**src/rtl/core/bftr_pkg.sv**
```systemverilog
`default_nettype none

package bftr_pkg;

  localparam int FrameLength = 138;

  localparam logic [7:0] StartupFirst = 8'd10;
  localparam logic [7:0] GpsFirst     = 8'd18;
  localparam logic [7:0] StampBytes   = 8'd8;
  localparam logic [7:0] CrcHiPos     = 8'(FrameLength - 2);
  localparam logic [7:0] LastPos      = 8'(FrameLength - 1);

  localparam logic [31:0] TimeStepReset = 32'd2500000;

  typedef logic [7:0]  byte_t;
  typedef logic [15:0] crc_t;
  typedef logic [63:0] stamp_t;
  typedef logic [31:0] step_t;

  typedef enum logic [1:0] {
    RegStartupTime = 2'd0,
    RegGpsTime     = 2'd1,
    RegTimeStep    = 2'd2
  } cfg_reg_t;

  typedef struct packed {
    byte_t out_byte;
    logic  frame_end;
  } out_item_t;

  function automatic crc_t crc_add_byte(crc_t crc, byte_t b);
    crc_t c;
    c = {crc[7:0], crc[15:8]} ^ {8'h00, b};
    c = c ^ {12'h000, c[7:4]};
    c = c ^ {c[3:0], 12'h000};
    c = c ^ {3'b000, c[7:0], 5'b00000};
    return c;
  endfunction

endpackage

`default_nettype wire

```
**src/rtl/core/bftr_in_if.sv**
```systemverilog
`default_nettype none

interface bftr_in_if;
  import bftr_pkg::*;

  logic  valid;
  logic  ready;
  byte_t template_byte;

  modport source (output valid, output template_byte, input ready);
  modport sink (input valid, input template_byte, output ready);
endinterface

`default_nettype wire

```
**src/rtl/core/bftr_out_if.sv**
```systemverilog
`default_nettype none

interface bftr_out_if;
  import bftr_pkg::*;

  logic  valid;
  logic  ready;
  byte_t out_byte;
  logic  frame_end;

  modport source (output valid, output out_byte, output frame_end, input ready);
  modport sink (input valid, input out_byte, input frame_end, output ready);
endinterface

`default_nettype wire

```
**src/rtl/core/bftr_cfg_if.sv**
```systemverilog
`default_nettype none

interface bftr_cfg_if;
  logic        valid;
  logic        ready;
  logic [1:0]  index;
  logic [63:0] data;

  modport source (output valid, output index, output data, input ready);
  modport sink (input valid, input index, input data, output ready);
endinterface

`default_nettype wire

```
**src/rtl/core/bftr_obuf.sv**
```systemverilog
`default_nettype none

module bftr_obuf (
  input  wire logic               clk,
  input  wire logic               rst_n,
  input  wire logic               push_valid,
  input  wire bftr_pkg::out_item_t push_item,
  output      logic               push_ready,
  bftr_out_if.source              out_ch
);
  import bftr_pkg::*;

  logic      main_valid_r, main_valid_nxt;
  logic      skid_valid_r, skid_valid_nxt;
  out_item_t main_r, main_nxt;
  out_item_t skid_r, skid_nxt;
  logic      pop;
  logic      push;

  assign push_ready = !skid_valid_r;
  assign push       = push_valid && push_ready;
  assign pop        = main_valid_r && out_ch.ready;

  always_comb begin
    main_valid_nxt = main_valid_r;
    skid_valid_nxt = skid_valid_r;
    main_nxt       = main_r;
    skid_nxt       = skid_r;
    if (skid_valid_r) begin
      if (pop) begin
        main_nxt       = skid_r;
        skid_valid_nxt = 1'b0;
      end
    end else if (push) begin
      if (!main_valid_r || pop) begin
        main_nxt       = push_item;
        main_valid_nxt = 1'b1;
      end else begin
        skid_nxt       = push_item;
        skid_valid_nxt = 1'b1;
      end
    end else if (pop) begin
      main_valid_nxt = 1'b0;
    end
  end

  always_ff @(posedge clk) begin
    if (!rst_n) begin
      main_valid_r <= 1'b0;
      skid_valid_r <= 1'b0;
    end else begin
      main_valid_r <= main_valid_nxt;
      skid_valid_r <= skid_valid_nxt;
    end
    main_r <= main_nxt;
    skid_r <= skid_nxt;
  end

  assign out_ch.valid     = main_valid_r;
  assign out_ch.out_byte  = main_r.out_byte;
  assign out_ch.frame_end = main_r.frame_end;

endmodule

`default_nettype wire

```
**src/rtl/core/binary_frame_timestamp_restamper.sv**
```systemverilog
// Each accepted byte is registered in the output buffer before it is offered.
// Throughput: one byte per cycle while the output takes each byte; the two-entry
// output buffer keeps the input open while one result waits to be taken.
// Reset (synchronous, rst_n low): position, CRC and both running timestamps clear
// to zero, the time step loads 2500000, the output buffer empties.
`default_nettype none

module binary_frame_timestamp_restamper (
  input  wire logic  clk,
  input  wire logic  rst_n,
  bftr_in_if.sink    in_ch,
  bftr_out_if.source out_ch,
  bftr_cfg_if.sink   cfg_ch
);
  import bftr_pkg::*;

  logic [7:0] pos_r, pos_nxt;
  crc_t       crc_r, crc_nxt;
  stamp_t     startup_r, startup_nxt;
  stamp_t     gps_r, gps_nxt;
  step_t      step_r, step_nxt;
  out_item_t  item;
  logic       buf_ready;
  logic       acc;
  logic       cfg_acc;
  logic [7:0] st_off;
  logic [7:0] gps_off;

  assign in_ch.ready  = buf_ready;
  assign cfg_ch.ready = 1'b1;
  assign acc          = in_ch.valid && buf_ready;
  assign cfg_acc      = cfg_ch.valid;

  assign st_off  = pos_r - StartupFirst;
  assign gps_off = pos_r - GpsFirst;

  always_comb begin
    item.out_byte  = in_ch.template_byte;
    item.frame_end = 1'b0;
    if (pos_r >= StartupFirst && pos_r < StartupFirst + StampBytes) begin
      item.out_byte = startup_r[{st_off[2:0], 3'b000} +: 8];
    end else if (pos_r >= GpsFirst && pos_r < GpsFirst + StampBytes) begin
      item.out_byte = gps_r[{gps_off[2:0], 3'b000} +: 8];
    end else if (pos_r == CrcHiPos) begin
      item.out_byte = crc_r[15:8];
    end else if (pos_r >= LastPos) begin
      item.out_byte  = crc_r[7:0];
      item.frame_end = 1'b1;
    end
  end

  always_comb begin
    pos_nxt     = pos_r;
    crc_nxt     = crc_r;
    startup_nxt = startup_r;
    gps_nxt     = gps_r;
    step_nxt    = step_r;
    if (acc) begin
      if (pos_r >= 8'd1 && pos_r < CrcHiPos) begin
        crc_nxt = crc_add_byte(crc_r, item.out_byte);
      end
      if (item.frame_end) begin
        startup_nxt = startup_r + {32'h0, step_r};
        gps_nxt     = gps_r + {32'h0, step_r};
        crc_nxt     = '0;
        pos_nxt     = '0;
      end else begin
        pos_nxt = pos_r + 8'd1;
      end
    end
    if (cfg_acc) begin
      unique case (cfg_ch.index)
        RegStartupTime: startup_nxt = cfg_ch.data;
        RegGpsTime:     gps_nxt     = cfg_ch.data;
        RegTimeStep:    step_nxt    = cfg_ch.data[31:0];
        default: ;
      endcase
    end
  end

  always_ff @(posedge clk) begin
    if (!rst_n) begin
      pos_r     <= '0;
      crc_r     <= '0;
      startup_r <= '0;
      gps_r     <= '0;
      step_r    <= TimeStepReset;
    end else begin
      pos_r     <= pos_nxt;
      crc_r     <= crc_nxt;
      startup_r <= startup_nxt;
      gps_r     <= gps_nxt;
      step_r    <= step_nxt;
    end
  end

  bftr_obuf u_obuf (
    .clk        (clk),
    .rst_n      (rst_n),
    .push_valid (in_ch.valid),
    .push_item  (item),
    .push_ready (buf_ready),
    .out_ch     (out_ch)
  );

  a_pos_range: assert property (@(posedge clk) disable iff (!rst_n)
    pos_r <= LastPos)
    else $error("frame position out of range");

  a_frame_wrap: assert property (@(posedge clk) disable iff (!rst_n)
    acc && pos_r == LastPos |=> pos_r == 8'd0 && crc_r == 16'h0000)
    else $error("frame did not restart after last byte");

  a_crc_clear: assert property (@(posedge clk) disable iff (!rst_n)
    pos_r <= 8'd1 |-> crc_r == 16'h0000)
    else $error("CRC not clear at frame start");

  a_stall_holds: assert property (@(posedge clk) disable iff (!rst_n)
    !in_ch.ready |-> out_ch.valid)
    else $error("input stalled with empty output");

endmodule

`default_nettype wire

```
**src/flat_wrapper.sv**
```systemverilog
// flat-port wrapper written by rule: the top's interface ports become plain ports
module binary_frame_timestamp_restamper_flat import bftr_pkg::*;
  (clk, rst_n, in_ch_valid, in_ch_template_byte, in_ch_ready, out_ch_valid, out_ch_out_byte, out_ch_frame_end, out_ch_ready, cfg_ch_valid, cfg_ch_index, cfg_ch_data, cfg_ch_ready);
  bftr_in_if in_ch_i ();
  bftr_out_if out_ch_i ();
  bftr_cfg_if cfg_ch_i ();
  input  wire logic clk;
  input  wire logic rst_n;
  input wire logic [$bits(in_ch_i.valid)-1:0] in_ch_valid;
  input wire logic [$bits(in_ch_i.template_byte)-1:0] in_ch_template_byte;
  output wire logic [$bits(in_ch_i.ready)-1:0] in_ch_ready;
  output wire logic [$bits(out_ch_i.valid)-1:0] out_ch_valid;
  output wire logic [$bits(out_ch_i.out_byte)-1:0] out_ch_out_byte;
  output wire logic [$bits(out_ch_i.frame_end)-1:0] out_ch_frame_end;
  input wire logic [$bits(out_ch_i.ready)-1:0] out_ch_ready;
  input wire logic [$bits(cfg_ch_i.valid)-1:0] cfg_ch_valid;
  input wire logic [$bits(cfg_ch_i.index)-1:0] cfg_ch_index;
  input wire logic [$bits(cfg_ch_i.data)-1:0] cfg_ch_data;
  output wire logic [$bits(cfg_ch_i.ready)-1:0] cfg_ch_ready;
  assign in_ch_i.valid = in_ch_valid;
  assign in_ch_i.template_byte = in_ch_template_byte;
  assign in_ch_ready = in_ch_i.ready;
  assign out_ch_valid = out_ch_i.valid;
  assign out_ch_out_byte = out_ch_i.out_byte;
  assign out_ch_frame_end = out_ch_i.frame_end;
  assign out_ch_i.ready = out_ch_ready;
  assign cfg_ch_i.valid = cfg_ch_valid;
  assign cfg_ch_i.index = cfg_ch_index;
  assign cfg_ch_i.data = cfg_ch_data;
  assign cfg_ch_ready = cfg_ch_i.ready;
  binary_frame_timestamp_restamper u_core (.clk(clk), .rst_n(rst_n), .in_ch(in_ch_i), .out_ch(out_ch_i), .cfg_ch(cfg_ch_i));
endmodule
```
**config.mk**
```make
export PLATFORM = sky130hd
export DESIGN_NAME = binary_frame_timestamp_restamper_flat
export DESIGN_NICKNAME = d
export VERILOG_FILES = /design/src/rtl/core/bftr_pkg.sv /design/src/rtl/core/bftr_in_if.sv /design/src/rtl/core/bftr_out_if.sv /design/src/rtl/core/bftr_cfg_if.sv /design/src/rtl/core/bftr_obuf.sv /design/src/rtl/core/binary_frame_timestamp_restamper.sv /design/src/flat_wrapper.sv
export SDC_FILE = /design/constraint.sdc
export NUM_CORES = 1
export LEC_CHECK = 0
export ABC_AREA = 1
export CAP_MARGIN = 20
export CELL_PAD_IN_SITES_DETAIL_PLACEMENT = 1
export CELL_PAD_IN_SITES_GLOBAL_PLACEMENT = 2
export CORE_MARGIN = 4
export CORE_UTILIZATION = 25
export CTS_CLUSTER_SIZE = 30
export DETAILED_ROUTE_END_ITERATION = 8
export DONT_BUFFER_PORTS = 1
export PLACE_DENSITY_LB_ADDON = 0.05
export SYNTH_ARGS = -nofsm -noshare
export SYNTH_HDL_FRONTEND = slang
export SYNTH_HIERARCHICAL = 1
export SYNTH_SLANG_ARGS = --single-unit
```
**constraint.sdc**
```tcl
create_clock -name clk -period 3.9 [get_ports clk]
set_clock_uncertainty 0.1 [all_clocks]
set_input_delay 0 -clock clk [delete_from_list [all_inputs] [get_ports clk]]
set_output_delay 0 -clock clk [all_outputs]
set_load 0.1 [all_outputs]
```
==> run summary <==
Synth Register Bits = 204
Main synth FF type = dfxtp_1
worst min-delay path category = input port to flop
FFs w/ async S/R, synth = 0%
Pleak = 8.25 nW
Yosys warnings = 6
initial antenna violation count = 13
Syn Inst Count = 2643
number of max-cap violations = 0
Routed WL = 80300 um
peak supply drop = 0.000370 V
switching share of power = 34.6%
final setup violating endpoints = 0
post-route ant nets = 0
fin. max-slew vios = 0
NetSw = 2.20 mW
largest net degree at the start of global routing = 147
Tmin final = 3.63 ns
xor-xnor portion of the synthesized cell area = 3.15%
mux contribution to synthesized area = 0%
Final period util = 93.0%
largest family of logic cells by synthesized area = simple AND/OR/NAND/NOR gates
vias in the first global route = 18300
Int Pwr = 4.17 mW
final count of hold timing violations = 0
Initial Utilization = 25.4%
row cnt = 92
Hold Slack = 0.0127 ns
total grt overflow = 0
Die H = 262 um
layout cell share with drive strength beyond 1 = 4.49%
# IOs = 91
Mapped Nets = 2795
root buffer cell = clkbuf_16
hpwl dp = 62200 um
Layout Utilization = 29.8%
Worst Setup End Kind = flop
type of origin of the critical path = flop
Achievable Freq = 276 MHz
full die area = 68700 sq um
synth-to-layout area growth = 17.1%
Cell variety after synth = 52
sequential fraction of the synthesis area = 26.4%
# DRC = 0
die outline width = 262 um
part of the power in the clock network = 41.4%
Fin Setup TNS = 0 ns
clock sink count = 204
Worst-path clk slew = 0.07 ns
# H-tree levels = 1
Synth Area per Inst = 6.10 sq um
FF+latch area = 4270 sq um
area of the multi-input gates = 10200 sq um
Synth Area in Compound Gates = 21.1%
outcome = finished clean
fillers = 8096
RSZ-0062 raised after global routing = false
nets = 2845
mapped cell area = 16100 sq um
Clock Latency Late Sink = 0.60 ns
Post-synth EDFFs = 18
worst rel slew slack = 35.7%
crit path kind = flop to flop
core box area = 63400 sq um
Port Buffers = 0
commonest non-fill, non-tap cell in the layout = nand2_1
Worst EP required = 4.34 ns
DR WL/cell = 22.5 um
first-pass GRT wire length = 119000 um
worst-path fanout max = 4
Power Dens Cells = 337 nW/um^2
worst-margin pin slew = 0.963 ns
gr usage total = 22.9%
via density per instance = 5.00
sequential share of power = 38.3%
commonest non-fill, non-tap cells in the layout = nand2_1 (620), nor2_1 (329), inv_1 (316)
DR pass1 iterations = 4
setup bufs post-CTS = 0
CTS tree = built
Worst Path Arrival = 4.07 ns
total number of vias = 17900
Post-Synth Simple-Gate Area = 32.9%
Placer Congestion = 0.832
adder-cell share of the synthesized area = 5.75%
1st-iter DRT viols = 1053
Comb pwr share = 20.3%
clk buf depth = 3
CTS buffer count = 29
[synthesized netlist by cell type, types with 2 or more instances]
library cell / instances / area [sq um]
clkbuf_1: 56 / 210
or2_0: 5 / 31.3
o21a_1: 6 / 45.0
o21ai_0: 229 / 1150
nand3b_1: 6 / 45.0
nor2_4: 3 / 33.8
xor2_1: 38 / 333
a211oi_1: 2 / 15.0
clkinv_1: 2 / 7.51
o221ai_1: 8 / 70.1
nand2_4: 3 / 33.8
or2_2: 13 / 81.3
nor3_1: 42 / 210
fa_1: 2 / 40.0
o21bai_1: 16 / 120
o31ai_1: 3 / 22.5
o21ai_1: 8 / 40.0
buf_4: 6 / 45.0
o211a_1: 10 / 100
a21o_1: 17 / 128
nor4_1: 19 / 119
nand4_1: 32 / 200
a21oi_1: 264 / 1320
nand2_2: 4 / 25.0
inv_1: 318 / 1190
dfxtp_1: 186 / 3720
edfxtp_1: 18 / 541
a21oi_2: 2 / 17.5
buf_1: 11 / 41.3
ha_1: 71 / 888
and3_1: 5 / 31.3
nand3_1: 166 / 831
a21boi_0: 4 / 30.0
buf_6: 6 / 67.6
a31oi_1: 13 / 81.3
o211ai_1: 31 / 233
nand2_1: 622 / 2330
xnor2_1: 20 / 175
nor2_2: 5 / 31.3
inv_2: 7 / 26.3
buf_2: 24 / 120
nor2_1: 329 / 1230
a221oi_1: 2 / 17.5
[power groups by stage]
stage                     Clock, mW  Sequential, mW  Combinational [mW]
after floorplan                   0            2.42               0.791
after global placement            0            2.48                1.13
after detailed placement          0            2.49                1.15
after CTS                      2.73            2.44                1.30
after global routing           2.79            2.46                1.44
final                          2.64            2.44                1.29
[stage by stage]
step	area, sq um	instances	power, mW	worst slack (ns)
floorplan	16100	2643	3.21	1.14
global placement	16900	3410	3.62	0.321
detailed placement	17000	3412	3.63	0.339
CTS	18900	3561	6.47	0.317
global route	18900	3566	6.69	0.0461
finish	18900	3570	6.37	0.275
[final cells by class]
class,count,share of cell area [%]
clock buffers,41,4.50
inverters,327,6.50
multi-input cells,2009,53.8
flip-flops and latches,204,22.6
clock inverters,12,0.358
diodes,9,0.119
repair buffers,122,6.52
well taps,846,5.60
[sequential cells by signal, indices dropped and copies added (netlist names)]
| name | count |
|---|---|
| u_core/gps_r | 64 |
| u_core/startup_r | 64 |
| u_core/step_r | 32 |
| u_core/crc_r | 16 |
| u_core/u_obuf/skid_r | 9 |
| u_core/pos_r | 8 |
| u_core/u_obuf/out_ch.out_byte | 8 |
| u_core/u_obuf/out_ch.frame_end | 1 |
| u_core/u_obuf/out_ch.valid | 1 |
| u_core/u_obuf/skid_valid_r | 1 |
[layer usage]
metal / share of wire, % / up-vias / track usage (%)
met5: 0.036 / - / 0
met4: 2.3 / 6 / 4.69
met3: 3.9 / 75 / 2.78
met1: 49 / 8669 / 33.0
li1: - / 8820 / -
met2: 44 / 297 / 36.9
[path summary, 6_finish.rpt]
kind	startpoint	endpoint	slack (ns)	depth (start not counted)
worst max register to register	u_core/gps_r[0]	u_core/gps_r[22]	0.27	13
worst min register to register	u_core/gps_r[63]	u_core/gps_r[63]	0.39	2
worst max-delay path	u_core/gps_r[0]	u_core/gps_r[22]	0.27	13
worst min-delay path	in_ch_template_byte[4]	u_core/crc_r[4]	0.01	8
[repair_timing]
item,CTS,global route
hold endpoints to repair,207,0
gates resized for setup,0,1
hold buffers,96,0
setup endpoints to repair,0,1
[cells by family (layout without fill, tap and decap cells)]
logic type      count (synthesis)  in the layout
flops                         204            204
xor+xnor                       58             58
compound gates                617            617
buf+inv                       430            502
fa+ha+maj                      73             73
other cells                     1             10
simple gates                 1260           1260
[worst max-delay path: stages (launching register included)]
cell and delay (ns):
dfxtp_1 0.34, ha_1 0.24, fa_1 0.41, nand3_1 0.11, nand2_1 0.11, a21oi_1 0.39
inv_1 0.13, a31oi_1 0.34, o21ai_0 0.32, xnor2_1 0.20, o21ai_0 0.16, nand2_1 0.07
nor2_1 0.11, dlygate4sd3_1 0.55
(Power assumes the default switching activity.)
